File: config.mk
export PLATFORM = sky130hd
export DESIGN_NAME = filtered_histogram_mode_top
export DESIGN_NICKNAME = d
export VERILOG_FILES = /design/src/sv/fhm_pkg.sv /design/src/sv/fhm_ram.sv /design/src/sv/fhm_update.sv /design/src/sv/fhm_scan.sv /design/src/sv/filtered_histogram_mode_top.sv
export VERILOG_INCLUDE_DIRS = /design/src /design/src/sv
export SDC_FILE = /design/constraint.sdc
export NUM_CORES = 1
export LEC_CHECK = 0
export BUFFER_PORTS_ARGS = -buffer_cell sky130_fd_sc_hd__buf_4
export CAP_MARGIN = 20
export CORE_ASPECT_RATIO = 1.25
export CORE_UTILIZATION = 62
export DETAILED_ROUTE_END_ITERATION = 7
export PLACE_DENSITY = 0.79
export SKIP_CTS_REPAIR_TIMING = 1
export SYNTH_ARGS = -nofsm -noshare
export SYNTH_HDL_FRONTEND = slang
export SYNTH_SLANG_ARGS = --single-unit
File: constraint.sdc
create_clock -name clk_i -period 4.6 [get_ports clk_i]
set_input_delay 0.46 -clock clk_i [delete_from_list [all_inputs] [get_ports clk_i]]
set_output_delay 0.46 -clock clk_i [all_outputs]
set_load 0.02 [all_outputs]
File: src/sv/filtered_histogram_mode_top_macros.svh
// Assertion macros for the filtered histogram mode block.
// Needs nothing else; the SYNTH macro selects the empty forms.
`ifndef FILTERED_HISTOGRAM_MODE_TOP_MACROS_SVH
`define FILTERED_HISTOGRAM_MODE_TOP_MACROS_SVH

`ifndef SYNTH
// property must hold at every clock edge out of reset
`define FHM_ASSERT(lbl, clk, rstn, prop) \
  lbl: assert property (@(posedge clk) disable iff (!rstn) (prop)) \
    else $error("fhm assertion failed");
// condition must never be seen out of reset
`define FHM_ASSERT_NEVER(lbl, clk, rstn, cond) \
  lbl: assert property (@(posedge clk) disable iff (!rstn) !(cond)) \
    else $error("fhm forbidden condition seen");
`else
`define FHM_ASSERT(lbl, clk, rstn, prop)
`define FHM_ASSERT_NEVER(lbl, clk, rstn, cond)
`endif

`endif

File: src/sv/fhm_pkg.sv
// Shared types and constants of the filtered histogram mode block.
// No dependencies.
package fhm_pkg;

  localparam int unsigned NUM_VALUES_DEF = 16;
  localparam int unsigned NUM_FEATURES   = 16;
  localparam int unsigned FIELD_W        = 4;
  localparam int unsigned COUNT_W        = 13;
  localparam logic [COUNT_W-1:0] COUNT_MAX = '1;
  localparam int unsigned CFG_IDX_W      = 2;
  localparam int unsigned CFG_DATA_W     = 4;

  // counting filter
  typedef enum logic [1:0] {
    STRAT_FIXED     = 2'd0,
    STRAT_ALL       = 2'd1,
    STRAT_FOLLOW    = 2'd2,
    STRAT_NONFOLLOW = 2'd3
  } strategy_e;

  // configuration register indexes
  typedef enum logic [CFG_IDX_W-1:0] {
    CFG_STRATEGY     = 2'd0,
    CFG_EDIT_SECTION = 2'd1,
    CFG_FOLLOWER     = 2'd2
  } cfg_idx_e;

  typedef struct packed {
    logic [FIELD_W-1:0] feature_index;
    logic [FIELD_W-1:0] agent_value;
    logic [FIELD_W-1:0] agent_section_value;
    logic [FIELD_W-1:0] media_value;
    logic               is_last;
  } item_t;

  typedef struct packed {
    logic [FIELD_W-1:0] new_value;
    logic               changed;
  } result_t;

  // what the scan needs from the last request of a run
  typedef struct packed {
    logic [FIELD_W-1:0] media;
    logic               skip;
  } run_t;

endpackage

File: src/sv/fhm_ram.sv
// Generic simple dual-port RAM: one write port, one registered read port.
// No dependencies.
module fhm_ram #(
  parameter int unsigned WIDTH = 8,
  parameter int unsigned DEPTH = 16
) (
  input  logic                     clk_i,
  input  logic                     we_i,
  input  logic [$clog2(DEPTH)-1:0] waddr_i,
  input  logic [WIDTH-1:0]         wdata_i,
  input  logic [$clog2(DEPTH)-1:0] raddr_i,
  output logic [WIDTH-1:0]         rdata_o
);

  logic [WIDTH-1:0] mem_q [DEPTH];
  logic [WIDTH-1:0] rdata_q;

  always_ff @(posedge clk_i) begin
    if (we_i) begin
      mem_q[waddr_i] <= wdata_i;
    end
    rdata_q <= mem_q[raddr_i];
  end

  assign rdata_o = rdata_q;

endmodule

File: src/sv/fhm_update.sv
// Histogram increment pipeline: filter, bin read, saturating add, write back.
// Depends on fhm_pkg; drives the bin RAM ports in the top level.
module fhm_update #(
  parameter int unsigned NUM_VALUES = fhm_pkg::NUM_VALUES_DEF
) (
  input  logic                           clk_i,
  input  logic                           rst_ni,
  input  logic                           accept_i,
  input  fhm_pkg::item_t                 item_i,
  input  fhm_pkg::strategy_e             strategy_i,
  input  logic [fhm_pkg::FIELD_W-1:0]    follower_i,
  input  logic                           flush_i,
  output logic [$clog2(NUM_VALUES)-1:0]  raddr_o,
  input  logic [fhm_pkg::COUNT_W-1:0]    rdata_i,
  output logic                           we_o,
  output logic [$clog2(NUM_VALUES)-1:0]  waddr_o,
  output logic [fhm_pkg::COUNT_W-1:0]    wdata_o
);

  localparam int unsigned AW = $clog2(NUM_VALUES);

  logic                        follower;
  logic                        counted;
  logic                        in_range;
  logic                        s1_vld_q;
  logic [AW-1:0]               s1_addr_q;
  logic                        fwd_vld_q;
  logic [AW-1:0]               fwd_addr_q;
  logic [fhm_pkg::COUNT_W-1:0] fwd_data_q;
  logic [fhm_pkg::COUNT_W-1:0] base;

  // agent filter
  assign follower = (item_i.agent_section_value == follower_i);

  always_comb begin
    case (strategy_i)
      fhm_pkg::STRAT_ALL:       counted = 1'b1;
      fhm_pkg::STRAT_FOLLOW:    counted = follower;
      fhm_pkg::STRAT_NONFOLLOW: counted = !follower;
      default:                  counted = 1'b0;
    endcase
  end

  assign in_range = (32'(item_i.agent_value) < NUM_VALUES);
  assign raddr_o  = AW'(item_i.agent_value);

  // stage 1: bin data arrives, add one, write back
  always_ff @(posedge clk_i or negedge rst_ni) begin
    if (!rst_ni) begin
      s1_vld_q  <= 1'b0;
      fwd_vld_q <= 1'b0;
    end else begin
      s1_vld_q <= accept_i && counted && in_range;
      if (flush_i) begin
        fwd_vld_q <= 1'b0;
      end else if (s1_vld_q) begin
        fwd_vld_q <= 1'b1;
      end
    end
  end

  always_ff @(posedge clk_i) begin
    s1_addr_q <= raddr_o;
    if (s1_vld_q) begin
      fwd_addr_q <= s1_addr_q;
      fwd_data_q <= wdata_o;
    end
  end

  // the previous write may land in the same cycle as this read: forward it
  assign base    = (fwd_vld_q && (fwd_addr_q == s1_addr_q)) ? fwd_data_q : rdata_i;
  assign wdata_o = (base == fhm_pkg::COUNT_MAX) ? base : base + 1'b1;
  assign we_o    = s1_vld_q;
  assign waddr_o = s1_addr_q;

endmodule

File: src/sv/fhm_scan.sv
// Bin scan sequencer: clearing pass after reset, end-of-run argmax with clear.
// Depends on fhm_pkg; drives the bin RAM ports in the top level.
module fhm_scan #(
  parameter int unsigned NUM_VALUES = fhm_pkg::NUM_VALUES_DEF
) (
  input  logic                           clk_i,
  input  logic                           rst_ni,
  input  logic                           launch_i,
  input  fhm_pkg::run_t                  run_i,
  output logic [$clog2(NUM_VALUES)-1:0]  raddr_o,
  input  logic [fhm_pkg::COUNT_W-1:0]    rdata_i,
  output logic                           we_o,
  output logic [$clog2(NUM_VALUES)-1:0]  waddr_o,
  output logic                           busy_o,
  output logic                           done_o,
  output fhm_pkg::result_t               result_o
);

  localparam int unsigned AW = $clog2(NUM_VALUES);
  localparam logic [AW-1:0] LAST_IDX = AW'(NUM_VALUES - 1);

  typedef enum logic [2:0] {
    S_CLEAR,
    S_IDLE,
    S_DRAIN,
    S_SCAN,
    S_TAIL,
    S_EMIT
  } state_e;

  state_e                      state_q;
  logic [AW-1:0]               idx_q;
  logic                        rd_vld_q;
  logic [AW-1:0]               rd_idx_q;
  fhm_pkg::run_t               run_q;
  logic [fhm_pkg::COUNT_W-1:0] max_q;
  logic [AW-1:0]               max_idx_q;
  logic [fhm_pkg::COUNT_W-1:0] cm_q;
  logic                        done_q;
  fhm_pkg::result_t            result_q;
  logic                        media_hit;
  logic [fhm_pkg::FIELD_W-1:0] best;

  // bin of the current media value; out-of-range media keeps count zero
  assign media_hit = (32'(run_q.media) < NUM_VALUES) && (rd_idx_q == AW'(run_q.media));

  // first bin holding the global max wins only if it beats the media bin
  assign best = (!run_q.skip && (max_q > cm_q)) ? fhm_pkg::FIELD_W'(max_idx_q)
                                                 : run_q.media;

  always_ff @(posedge clk_i or negedge rst_ni) begin
    if (!rst_ni) begin
      state_q  <= S_CLEAR;
      idx_q    <= '0;
      rd_vld_q <= 1'b0;
      done_q   <= 1'b0;
    end else begin
      done_q   <= 1'b0;
      rd_vld_q <= 1'b0;
      case (state_q)
        S_CLEAR: begin
          idx_q <= idx_q + 1'b1;
          if (idx_q == LAST_IDX) begin
            idx_q   <= '0;
            state_q <= S_IDLE;
          end
        end
        S_IDLE: begin
          if (launch_i) begin
            run_q     <= run_i;
            max_q     <= '0;
            max_idx_q <= '0;
            cm_q      <= '0;
            state_q   <= S_DRAIN;
          end
        end
        // last increment is written back this cycle
        S_DRAIN: begin
          state_q <= S_SCAN;
        end
        S_SCAN: begin
          rd_vld_q <= 1'b1;
          rd_idx_q <= idx_q;
          idx_q    <= idx_q + 1'b1;
          if (idx_q == LAST_IDX) begin
            idx_q   <= '0;
            state_q <= S_TAIL;
          end
        end
        S_TAIL: begin
          state_q <= S_EMIT;
        end
        S_EMIT: begin
          done_q             <= 1'b1;
          result_q.new_value <= best;
          result_q.changed   <= (best != run_q.media);
          state_q            <= S_IDLE;
        end
        default: begin
          state_q <= S_IDLE;
        end
      endcase
      // data phase of the scan
      if (rd_vld_q) begin
        if (rdata_i > max_q) begin
          max_q     <= rdata_i;
          max_idx_q <= rd_idx_q;
        end
        if (media_hit) begin
          cm_q <= rdata_i;
        end
      end
    end
  end

  // RAM side: read ahead, write zero behind
  assign raddr_o  = idx_q;
  assign we_o     = (state_q == S_CLEAR) || rd_vld_q;
  assign waddr_o  = (state_q == S_CLEAR) ? idx_q : rd_idx_q;
  assign busy_o   = (state_q != S_IDLE);
  assign done_o   = done_q;
  assign result_o = result_q;

endmodule

File: src/sv/filtered_histogram_mode_top.sv
// Filtered histogram mode: top level with configuration registers and RAM muxing.
// Depends on fhm_pkg, fhm_ram, fhm_update, fhm_scan and the macros header.
//
// Usage:
//   Each request on item_i is one agent, taken at a clock edge with start high
//   and busy low. Agents that pass the strategy filter add one to the bin of
//   their agent value (saturating). Ordinary requests give no result and may
//   follow each other in every cycle: one read-modify-write of the bin RAM per
//   request, with the write of the previous request forwarded.
//   A request with is_last set ends the run. busy then stays high while the
//   bins are read once each through the RAM read port, compared and written
//   back to zero. done_o then pulses one cycle with result_o valid; busy is
//   low in that same cycle. The receiver cannot stall; a result is gone after
//   its strobe.
//   Configuration writes (cfg_we_i, cfg_idx_i, cfg_data_i) take effect at once
//   and belong between runs. After reset all registers are zero and busy is
//   high while the bin RAM is cleared.
`include "filtered_histogram_mode_top_macros.svh"

module filtered_histogram_mode_top #(
  parameter int unsigned NUM_VALUES = fhm_pkg::NUM_VALUES_DEF
) (
  input  logic                             clk_i,
  input  logic                             rst_ni,
  input  logic                             start,
  output logic                             busy,
  input  fhm_pkg::item_t                   item_i,
  output logic                             done_o,
  output fhm_pkg::result_t                 result_o,
  input  logic                             cfg_we_i,
  input  logic [fhm_pkg::CFG_IDX_W-1:0]    cfg_idx_i,
  input  logic [fhm_pkg::CFG_DATA_W-1:0]   cfg_data_i
);

  localparam int unsigned AW = $clog2(NUM_VALUES);

  fhm_pkg::strategy_e          strategy_q;
  logic [fhm_pkg::FIELD_W-1:0] edit_q;
  logic [fhm_pkg::FIELD_W-1:0] follow_q;
  logic                        accept;
  logic                        launch;
  fhm_pkg::run_t               run;

  logic [AW-1:0]               upd_raddr;
  logic                        upd_we;
  logic [AW-1:0]               upd_waddr;
  logic [fhm_pkg::COUNT_W-1:0] upd_wdata;
  logic [AW-1:0]               scan_raddr;
  logic                        scan_we;
  logic [AW-1:0]               scan_waddr;
  logic                        ram_we;
  logic [AW-1:0]               ram_waddr;
  logic [fhm_pkg::COUNT_W-1:0] ram_wdata;
  logic [AW-1:0]               ram_raddr;
  logic [fhm_pkg::COUNT_W-1:0] ram_rdata;

  // configuration registers
  always_ff @(posedge clk_i or negedge rst_ni) begin
    if (!rst_ni) begin
      strategy_q <= fhm_pkg::STRAT_FIXED;
      edit_q     <= '0;
      follow_q   <= '0;
    end else if (cfg_we_i) begin
      case (cfg_idx_i)
        fhm_pkg::CFG_STRATEGY:     strategy_q <= fhm_pkg::strategy_e'(cfg_data_i[1:0]);
        fhm_pkg::CFG_EDIT_SECTION: edit_q     <= cfg_data_i;
        fhm_pkg::CFG_FOLLOWER:     follow_q   <= cfg_data_i;
        default: ;
      endcase
    end
  end

  assign accept = start && !busy;
  assign launch = accept && item_i.is_last;

  // the edited section and unknown features keep the media value
  assign run.media = item_i.media_value;
  assign run.skip  = (item_i.feature_index == edit_q) ||
                     !(32'(item_i.feature_index) < fhm_pkg::NUM_FEATURES);

  fhm_update #(
    .NUM_VALUES (NUM_VALUES)
  ) u_update (
    .clk_i      (clk_i),
    .rst_ni     (rst_ni),
    .accept_i   (accept),
    .item_i     (item_i),
    .strategy_i (strategy_q),
    .follower_i (follow_q),
    .flush_i    (busy),
    .raddr_o    (upd_raddr),
    .rdata_i    (ram_rdata),
    .we_o       (upd_we),
    .waddr_o    (upd_waddr),
    .wdata_o    (upd_wdata)
  );

  fhm_scan #(
    .NUM_VALUES (NUM_VALUES)
  ) u_scan (
    .clk_i    (clk_i),
    .rst_ni   (rst_ni),
    .launch_i (launch),
    .run_i    (run),
    .raddr_o  (scan_raddr),
    .rdata_i  (ram_rdata),
    .we_o     (scan_we),
    .waddr_o  (scan_waddr),
    .busy_o   (busy),
    .done_o   (done_o),
    .result_o (result_o)
  );

  // RAM port sharing: the last increment may still write while the scan waits
  assign ram_we    = upd_we || scan_we;
  assign ram_waddr = upd_we ? upd_waddr : scan_waddr;
  assign ram_wdata = upd_we ? upd_wdata : '0;
  assign ram_raddr = busy ? scan_raddr : upd_raddr;

  fhm_ram #(
    .WIDTH (fhm_pkg::COUNT_W),
    .DEPTH (NUM_VALUES)
  ) u_bins (
    .clk_i   (clk_i),
    .we_i    (ram_we),
    .waddr_i (ram_waddr),
    .wdata_i (ram_wdata),
    .raddr_i (ram_raddr),
    .rdata_o (ram_rdata)
  );

  // checks
  `FHM_ASSERT(a_done_single, clk_i, rst_ni, done_o |=> !done_o)
  `FHM_ASSERT(a_done_after_busy, clk_i, rst_ni, done_o |-> (!busy && $past(busy)))
  `FHM_ASSERT(a_last_busy, clk_i, rst_ni, (start && !busy && item_i.is_last) |=> busy)
  `FHM_ASSERT_NEVER(a_no_write_clash, clk_i, rst_ni, upd_we && scan_we)

endmodule

==> key figures, run 1 <==
Run status
  • Outcome: finished, violations left
  • Violated checks: negative hold slack

STA
  • Setup TNS: 0 ns
  • Fin Clk Skew: 0.0146 ns
  • Hold Vio Cnt, Final: 21
  • Hold WS: -0.0277 ns
  • Max Freq: 270 MHz
  • Min cycle time layout: 3.70 ns
  • Final worst-path cycle share: 80.5%
  • Actual slew at the worst max-slew pin: 1.11 ns
  • Unrepaired setup endpoints after global routing: false
  • Final number of setup-violating endpoints: 0
  • Pins Over Slew Limit: 0
  • Rel. slew slack: 24.5%

Logic synthesis
  • Sequential cell area fraction in the yosys report: 65.8%
  • Post-Syn Nets: 932
  • Synth warn: 0
  • Dominant cell type by area after synthesis: edfxtp_1
  • Synth top cells by count: edfxtp_1, nand2_1, inv_1
  • Number of synthesized flops with an enable pin: 269
  • Synthesized area per cell: around 16 µm²
  • Most frequent cell after synthesis: edfxtp_1
  • FF+latch count, synth: approximately 300
  • Largest cells by area after synthesis: edfxtp_1, mux4_2, dfrtp_1
  • Mapped Cells: 877
  • Synth Flop Type: edfxtp_1
  • Syn Std Cell Area: 13600 µm²
  • Post-synth top area share: 59.4%
  • Async SR Flop Fraction: 6.84%
  • Synth unique cells: 64

Drt
  • Initial DRT Pass Iterations: 7
  • DRC: 0
  • Vias: 7782
  • Via/cell ratio: 6.29
  • Routed Antenna Nets: 0
  • Drt initial violations: 596
  • Wire per inst: roughly 24 µm
  • Routed WL: roughly 29000 µm

Placed design
  • PortBufs: 33
  • Placed insts: 1184
  • Detailed placement HPWL: 17900 µm
  • RePlAce Congestion: 0.862

Clock tree
  • Clock transition at path regs: 0.06 ns
  • Worst skew pair latency: 0.55 ns
  • Root buf cell: clkbuf_16
  • CTS Buffer Depth: 3
  • Clock sinks: 307
  • CTS Buf Count: 29
  • H-Tree Depth: 1
  • TritonCTS clock tree: built

Floorplanning
  • FP Rows: 60
  • Starting Density: 63.1%
  • Die area: around 23000 µm²
  • Boundary Pins: 34
  • Core ar.: 21500 µm²
  • Die Ht: 168 µm
  • Die W: 134 µm

Global route
  • Gr usage total: a little over a quarter
  • Antenna violations before repair: 0
  • Vias in the first global route: 7867
  • Largest net degree at the start of global routing: 54
  • GRT overflow: 0
  • First-pass GRT wire length: 45400 µm

Run
  • Max Cap Viol: 0

Power and ir drop
  • Cell Pwr Density: about 640 nW/µm²
  • Sequential Power Share: 41.9%
  • Comb power frac: 33.6%
  • Peak VDD IR: ~0.00038 V
  • LEAKAGE: approximately 5.7 nW
  • Clock group share of total power: 24.6%
  • Pwr Total: approximately 9.8 mW
  • Switching power: 3.24 mW
  • Sw Ratio: 33.0%
  • Int Pwr: 6.58 mW

Setup path
  • Peak fanout along the critical path: 16
  • Arr. time, crit path: 3.98 ns
  • Reg2Reg Capture Point: u_bins.mem_q[9][4]$_DFFE_PP_
  • Crit-path cells: xnor2_2, nand3_2, mux2_2, ha_1, nand4_1, or4_1, a22o_4, o311ai_2, xor2_1, and2_1
  • Setup slack, reg-to-reg: 0.90 ns
  • Critical path launch point type: register
  • CP max-delay cell: and2_1
  • Kind of critical path: register to register
  • Worst setup EP type: register
  • Critical Path Start: u_update.fwd_addr_q[2]$_DFFE_PP_
  • Worst path max stage delay: 0.49 ns
  • RR Startpoint: u_update.fwd_addr_q[2]$_DFFE_PP_
  • FF-to-FF path depth: 10
  • Required @ worst endpoint: 4.87 ns

Finish
  • Share of post-route cells with drive strength above 1: 22.2%
  • FILL cells: between 1000 and 1500
  • Syn-to-layout area delta: 12.0%
  • Non-filler cells, final: 1238
  • Fin nets: 992
  • Antenna cells: 0

Hold path
  • Worst Hold Class: primary input to asynchronous set/reset pin
[stage by stage]
step | cell area [µm²] | hold slack (ns) | setup WS (ns) | util (%)
final | 15200 | -0.0277 | 0.898 | 70.7
after global routing | 15200 | 0.0111 | 0.739 | 70.7
after CTS | 15200 | -0.0253 | 0.990 | 70.6
after detailed placement | 14200 | 0.474 | 1.01 | 66.1
after global placement | 14200 | 0.458 | 1.14 | 66.1
after floorplan | 13600 | 0.164 | 0.816 | -
[power by group through the flow]
stage | clock (mW) | sequential (mW) | combinational (mW)
after floorplan | 0 | 3.97 | 2.55
after global placement | 0 | 4.13 | 3.19
after detailed placement | 0 | 4.15 | 3.26
after CTS | 2.44 | 4.10 | 3.30
after global routing | 2.55 | 4.15 | 3.63
final | 2.41 | 4.11 | 3.29
[cell families (layout without fill, tap and decap cells)]
kind of cell             count (synthesis)  in the layout  share of synthesized area, %
AND/OR/NAND/NOR                        207            207                          7.30
adder cells (fa/ha/maj)                 28             28                          2.58
XOR/XNOR                                30             30                          1.99
AO/OA/AOI/OAI                          112            112                          6.16
buffers and inverters                   82            164                          2.73
multiplexers                           111            111                          13.5
flip-flops                             307            307                          65.8
[worst max-delay path by stage]
stage / to / slack [ns] / depth (start not counted)
2_1_floorplan: u_bins.mem_q[0][3]$_DFFE_PP_ / 0.82 / 11
3_3_place_gp: u_bins.mem_q[7][3]$_DFFE_PP_ / 1.14 / 11
3_5_place_dp: u_bins.mem_q[12][4]$_DFFE_PP_ / 1.01 / 10
4_1_cts: u_bins.mem_q[9][4]$_DFFE_PP_ / 0.99 / 10
5_1_grt: u_bins.mem_q[12][4]$_DFFE_PP_ / 0.74 / 10
6_report: u_bins.mem_q[9][4]$_DFFE_PP_ / 0.90 / 10
[layout by cell type (no fill, tap or decap), types with 6 or more instances in the layout]
master / count
a211oi_1: 6
a211oi_2: 8
a21o_1: 8
a21oi_1: 12
a31oi_1: 20
and2_1: 27
and3_1: 6
buf_4: 57
clkbuf_16: 29
dfrtp_1: 21
dfxtp_1: 17
edfxtp_1: 269
ha_1: 28
inv_1: 53
mux2_2: 20
mux2i_1: 33
mux4_2: 48
nand2_1: 102
nand3_1: 6
nand4_1: 12
nor2_1: 16
nor2_2: 10
nor4_1: 7
o21ai_0: 25
xnor2_1: 11
xor2_1: 18
[routing by layer]
layer,wire (µm),up-vias,global-route usage [%]
met4,1030,0,10.6
met1,11500,3908,35.8
li1,-,3488,-
met3,1780,88,3.45
met2,15000,298,46.4
met5,0,-,0
[flip-flops by register name, summed over array words and instances, names as in the netlist, 2 cells and up]
register,count
follow_q,4
edit_q,4
u_scan.max_q,13
u_update.fwd_addr_q,4
u_scan.cm_q,13
strategy_q,2
u_scan.run_q,5
u_scan.rd_idx_q,4
u_scan.state_q,3
u_scan.result_o,5
u_update.waddr_o,4
u_scan.raddr_o,4
u_scan.max_idx_q,4
u_bins.rdata_o,13
u_bins.mem_q,208
u_update.fwd_data_q,13
[cell type report]
class | instances | area (µm²) | share of cell area, %
Sequential cell | 307 | 8940 | 58.7
Multi-Input combinational cell | 488 | 4330 | 28.4
Clock buffer | 36 | 772 | 5.07
Timing Repair Buffer | 58 | 443 | 2.91
Tap cell | 279 | 349 | 2.29
Inverter | 53 | 199 | 1.31
Clock inverter | 17 | 193 | 1.27
[critical path: cells and delay by family, from the launching register on]
family	cells	cell delay (ns)
xor+xnor	2	0.63
fa+ha+maj	1	0.27
flops	1	0.45
mux	1	0.28
compound gates	2	0.56
simple gates	4	1.24
Power figures use the tool's default switching activity.
==> inputs of run 2 (changes only) <==
==> constraint.sdc (replaced) <==
create_clock -name clk_i -period 3.64 [get_ports clk_i]
set_input_delay 0.364 -clock clk_i [delete_from_list [all_inputs] [get_ports clk_i]]
set_output_delay 0.364 -clock clk_i [all_outputs]
set_load 0.02 [all_outputs]
==> key figures, run 2 (synthesis results as in run 1) <==
Power and ir drop
  • Pwr Total: 12.5 mW (+27%)
  • LEAKAGE: 5.85 nW (+3.2%)
  • Cell Pwr Density: 806 nW/µm² (+25%)
  • Peak VDD IR: 0.000528 V (+37%)

Setup path
  • Required @ worst endpoint: 4.01 ns (-0.86 ns)
  • FF-to-FF path depth: 12 (+2)
  • Top Family by Delay on Critical Path: compound AO/OA/AOI/OAI gates
  • Setup crit end: u_bins.mem_q[8][3]$_DFFE_PP_
  • Critical Path Start: u_update.fwd_addr_q[1]$_DFFE_PP_
  • Peak fanout along the critical path: 16 (unchanged)
  • Worst setup EP type: register
  • RR Startpoint: u_update.fwd_addr_q[1]$_DFFE_PP_
  • Buf/Inv on CP: 1 (+1)
  • Setup slack, reg-to-reg: 0.14 ns (-0.76 ns)
  • Crit-path cells: nand2b_1, o2111a_2, nand3_2, mux2_2, ha_1, nand4_1, or4_1, a22o_4, o311ai_2, mux2_1, a21oi_2, buf_4
  • Worst path max stage delay: 0.46 ns (-0.03 ns)
  • Arr. time, crit path: 3.87 ns (-0.11 ns)
  • Crit path depth: 12 (+2)
  • Critical path launch point type: register
  • Kind of critical path: register to register
  • Reg2Reg Capture Point: u_bins.mem_q[8][3]$_DFFE_PP_
  • CP max-delay cell: or4_1

Run
  • Max Cap Viol: 0 (unchanged)

Drt
  • DRC: 0 (unchanged)
  • Routed WL: 28900 µm (-1.5%)
  • Drt initial violations: 578 (-3.0%)
  • Initial DRT Pass Iterations: 5 (-2)
  • Wire per inst: 22.8 µm (-3.6%)
  • Via/cell ratio: 6.15 (-2.2%)
  • Vias: 7776 (-0.077%)
  • Routed Antenna Nets: 0 (unchanged)

Global route
  • Largest net degree at the start of global routing: 53 (-1.9%)
  • First-pass GRT wire length: 44000 µm (-3.2%)
  • Gr usage total: 26.6% (-0.69 points)
  • GRT overflow: 0 (unchanged)
  • Vias in the first global route: 7774 (-1.2%)
  • Antenna violations before repair: 0 (unchanged)

Finish
  • Syn-to-layout area delta: 14.1%
  • Share of post-route cells with drive strength above 1: 23.7% (+1.5 points)
  • Fin nets: 1020 (+2.8%)
  • Antenna cells: 0 (unchanged)
  • FILL cells: 1319 (-5.6%)
  • Largest register FFs: 208 (unchanged)
  • Largest reg by FF count: u_bins.mem_q
  • Commonest non-fill, non-tap cell in the layout: edfxtp_1
  • Most frequent cells in the layout: edfxtp_1, nand2_1, buf_4

Clock tree
  • Root buf cell: clkbuf_16
  • H-Tree Depth: 1 (unchanged)
  • Worst skew pair latency: 0.53 ns (-0.02 ns)
  • Clock sinks: 307 (unchanged)
  • Clock transition at path regs: 0.06 ns (about the same)
  • CTS Buffer Depth: 3 (unchanged)
  • CTS Buf Count: 29 (unchanged)
  • TritonCTS clock tree: built

Placed design
  • PortBufs: 33 (unchanged)
  • RePlAce Congestion: 0.869 (+0.81%)
  • Detailed placement HPWL: 18400 µm (+2.8%)

Floorplanning
  • Die area: 22500 µm² (unchanged)
  • Core ar.: 21500 µm² (unchanged)
  • Die Ht: 168 µm (unchanged)
  • Boundary Pins: 34 (unchanged)
  • Die W: 134 µm (unchanged)
  • FP Rows: 60 (unchanged)
  • Starting Density: 63.1% (unchanged)

STA
  • Pins Over Slew Limit: 0 (unchanged)
  • Final number of setup-violating endpoints: 0 (unchanged)
  • Setup TNS: 0 ns (unchanged)
  • Actual slew at the worst max-slew pin: 0.990 ns (-0.120 ns)
  • Fin Clk Skew: 0.0116 ns (-0.00297 ns)
  • Unrepaired setup endpoints after global routing: false
  • Max Freq: 286 MHz (+5.9%)
  • Hold Vio Cnt, Final: 0 (-100%)
  • Rel. slew slack: 34.0% (+9.5 points)
  • Min cycle time layout: 3.50 ns (-0.205 ns)
  • Final worst-path cycle share: 96.1% (+16 points)

Hold path
  • Hold_sp: cfg_data_i[3]
  • Worst Hold Class: primary input to register

Run status
  • Outcome: finished, final reports clean
[run 2: report_power, final]
part | switching, mW | internal (mW) | total, mW | leakage [nW]
Combinational | 2.32 | 1.93 | 4.25 | 2.45
Clock | 1.22 | 1.87 | 3.08 | 0.494
Sequential | 0.498 | 4.67 | 5.17 | 2.90
[run 2: worst min path at each step]
| stage | to | slack, ns | cells after the start |
|---|---|---|---|
| floorplan | edit_q[0]$_DFFE_PN0P_ | 0.07 | 0 |
| CTS | edit_q[0]$_DFFE_PN0P_ | -0.32 | 1 |
| global route | follow_q[2]$_DFFE_PN0P_ | 0.06 | 2 |
| global placement | u_scan.state_q[1]$_DFFE_PN0P_ | 0.24 | 1 |
| finish | follow_q[3]$_DFFE_PN0P_ | 0.08 | 2 |
| detailed placement | u_scan.state_q[0]$_DFFE_PN0P_ | 0.24 | 1 |
[run 2: metal layers]
metal | global-route usage [%] | vias to the layer above | wire [µm]
met1 | 36.0 | 3863 | 11500
met5 | 0 | - | 0
met3 | 3.72 | 74 | 1960
met4 | 11.2 | 0 | 1240
met2 | 43.4 | 297 | 14200
li1 | - | 3542 | -
[run 2: worst reg2reg max path, stage by stage (launching register included)]
cell and delay [ns]:
edfxtp_1 0.36, nand2b_1 0.18, o2111a_2 0.33, nand3_2 0.18, mux2_2 0.28, ha_1 0.16, nand4_1 0.09, or4_1 0.46
a22o_4 0.31, o311ai_2 0.26, mux2_1 0.39, a21oi_2 0.14, buf_4 0.20
[run 2: stage by stage]
step | instance area (µm²) | setup WS (ns) | utilization [%] | std cells | hold slack [ns]
global route | 15500 | 0.00407 | 72.0 | 1265 | 0.0582
detailed placement | 14400 | 0.151 | 66.8 | 1204 | 0.242
global placement | 14400 | 0.229 | 66.8 | 1204 | 0.242
finish | 15500 | 0.143 | 72.0 | 1265 | 0.0804
CTS | 15400 | 0.113 | 71.5 | 1256 | -0.325
floorplan | 13600 | 0.0801 | - | 877 | 0.0684
[run 2: final cells by class]
cell class / instances / area [µm²] / share of cell area, %
sequential: 307 / 8940 / 57.7
multi-input combinational: 488 / 4330 / 27.9
clock buffer: 42 / 870 / 5.61
timing repair buffer: 86 / 693 / 4.47
tap: 279 / 349 / 2.25
inverter: 53 / 199 / 1.28
clock inverter: 10 / 128 / 0.823
==> inputs of run 3 (changes only) <==
--- a/config.mk
+++ b/config.mk
@@ -6,12 +6,12 @@
 export SDC_FILE = /design/constraint.sdc
 export NUM_CORES = 1
 export LEC_CHECK = 0
+export ABC_CLOCK_PERIOD_IN_PS = 3640
 export BUFFER_PORTS_ARGS = -buffer_cell sky130_fd_sc_hd__buf_4
 export CAP_MARGIN = 20
 export CORE_ASPECT_RATIO = 1.25
-export CORE_UTILIZATION = 62
+export CORE_UTILIZATION = 47
 export DETAILED_ROUTE_END_ITERATION = 7
-export PLACE_DENSITY = 0.79
 export SKIP_CTS_REPAIR_TIMING = 1
 export SYNTH_ARGS = -nofsm -noshare
 export SYNTH_HDL_FRONTEND = slang
==> key figures, run 3 (synthesis results as in run 1) <==
Clock tree
  • Root buf cell: clkbuf_16
  • CTS Buf Count: 31 (+6.9%)
  • Clock transition at path regs: 0.07 ns (about the same)
  • CTS Buffer Depth: 3 (unchanged)
  • TritonCTS clock tree: built
  • H-Tree Depth: 1 (unchanged)
  • Worst skew pair latency: 0.55 ns (+0.02 ns)
  • Clock sinks: 307 (unchanged)

Placed design
  • Placed insts: 1285 (+6.7%)
  • RePlAce Congestion: 0.835 (-3.9%)
  • Pre-CTS setup slack: 0.105 ns (-0.0469 ns)
  • PortBufs: 33 (unchanged)
  • Detailed placement HPWL: 19400 µm (+5.6%)
  • Placement-stage cell area: 14600 µm² (+1.1%)

Finish
  • Sequential cell area: 8940 µm² (unchanged)
  • Non-filler cells, final: 1353 (+7.0%)
  • Most frequent cells in the layout: edfxtp_1, nand2_1, buf_4
  • Design Area, Final: 15700 µm² (+1.4%)
  • Syn-to-layout area delta: 15.7%
  • Share of post-route cells with drive strength above 1: 24.0% (+0.32 points)
  • Fin nets: 1029 (+0.88%)
  • FILL cells: 2304 (+75%)
  • Commonest non-fill, non-tap cell in the layout: edfxtp_1
  • Multi-input logic area: 4350 µm² (+0.40%)
  • Antenna cells: 0 (unchanged)
  • Final cell utilization of the core: 55.4% (-17 points)
  • Largest register FFs: 208 (unchanged)
  • Largest reg by FF count: u_bins.mem_q

Drt
  • Wire per inst: 22.2 µm (-2.7%)
  • DRC: 0 (unchanged)
  • Routed Antenna Nets: 0 (unchanged)
  • Drt initial violations: 560 (-3.1%)
  • Via/cell ratio: 5.68 (-7.6%)
  • Vias: 7682 (-1.2%)
  • Initial DRT Pass Iterations: 4 (-1)
  • Routed WL: 30100 µm (+4.1%)

STA
  • Hold Vio Cnt, Final: 0 (unchanged)
  • Setup TNS: 0 ns (unchanged)
  • Hold WS: 0.0625 ns (-0.0180 ns)
  • Fin worst setup slack: 0.209 ns (+0.0664 ns)
  • Min cycle time layout: 3.43 ns (-0.0664 ns)
  • Final number of setup-violating endpoints: 0 (unchanged)
  • Fin Clk Skew: 0.0116 ns (+0.0000169 ns)
  • Final worst-path cycle share: 94.3% (-1.8 points)
  • Rel. slew slack: 44.6% (+11 points)
  • Pins Over Slew Limit: 0 (unchanged)
  • Actual slew at the worst max-slew pin: 0.814 ns (-0.176 ns)
  • Unrepaired setup endpoints after global routing: false
  • Max Freq: 291 MHz (+1.9%)

Floorplanning
  • Starting Density: 47.9% (-15 points)
  • Die W: 154 µm (+15%)
  • Die area: 29600 µm² (+31%)
  • Core ar.: 28400 µm² (+32%)
  • FP Rows: 69 (+15%)
  • Boundary Pins: 34 (unchanged)
  • Die Ht: 192 µm (+15%)

Power and ir drop
  • Peak VDD IR: 0.000473 V (-10%)
  • Pwr Total: 12.7 mW (+1.9%)
  • LEAKAGE: 5.89 nW (+0.69%)
  • Cell Pwr Density: 810 nW/µm² (+0.50%)

Setup path
  • Peak fanout along the critical path: 16 (unchanged)
  • Worst setup EP type: register
  • Critical path launch point type: register
  • Required @ worst endpoint: 3.87 ns (-0.14 ns)
  • Kind of critical path: register to register
  • Arr. time, crit path: 3.66 ns (-0.21 ns)

Hold path
  • Worst Hold Class: primary input to register

Run status
  • Outcome: finished, final reports clean

Global route
  • Vias in the first global route: 7814 (+0.51%)
  • GRT overflow: 0 (unchanged)
  • Gr usage total: 21.0% (-5.6 points)
  • Largest net degree at the start of global routing: 53 (unchanged)
  • First-pass GRT wire length: 46000 µm (+4.7%)
  • Antenna violations before repair: 0 (unchanged)

Run
  • Max Cap Viol: 0 (unchanged)
[run 3: cell types whose count changed in the layout (fill, tap and decap cells not counted), moves of 2 or more]
cell,change
and2_1,+6
and2_2,-6
buf_4,+6
clkinv_4,+4
clkinvlp_4,+4
clkbuf_4,-3
clkbuf_1,-2
clkinv_1,+2
mux2i_2,-2
mux2i_4,+2
[run 3: path summary, 6_finish.rpt]
kind                                             start  cells after the start  slack, ns                                to
max                        u_update.waddr_o[0]$_DFF_P_                     11       0.21     u_bins.mem_q[10][1]$_DFFE_PP_
min                                      cfg_data_i[3]                      2       0.06             edit_q[3]$_DFFE_PN0P_
max reg2reg                u_update.waddr_o[0]$_DFF_P_                     11       0.21     u_bins.mem_q[10][1]$_DFFE_PP_
min reg2reg                u_update.waddr_o[0]$_DFF_P_                      0       0.50  u_update.fwd_addr_q[0]$_DFFE_PP_
max in group asynchronous                       rst_ni                      3       2.67     u_scan.raddr_o[2]$_DFFE_PN0P_
min in group asynchronous                       rst_ni                      2       0.29         u_scan.rd_vld_q$_DFF_PN0_
[run 3: metal layers]
layer	GRT usage, %	vias up	share of wire (%)
li1	-	3558	-
met1	27.9	3913	44
met2	35.4	163	50
met3	2.84	48	3.6
met4	7.42	0	3.0
met5	0	-	0
[run 3: critical path, cell delays in order, from the launching register on]
cell,delay (ns)
dfxtp_1,0.37
nand2b_1,0.18
o221a_4,0.27
nand3_4,0.13
mux2_2,0.27
ha_1,0.17
nand4_1,0.09
or4_1,0.45
a22o_4,0.31
nor3_2,0.19
mux2_2,0.38
and2_1,0.31
[run 3: area by class of cell]
cell class	count	share of cell area, %
sequential	307	56.9
multi-input combinational	488	27.6
clock buffer	35	5.09
timing repair buffer	93	4.82
tap	355	2.82
clock inverter	22	1.52
inverter	53	1.26
[run 3: report_power, final]
group	internal (mW)	switching, mW
Clock	1.87	1.33
Sequential	4.67	0.478
Combinational	2.01	2.38
Total	8.55	4.19
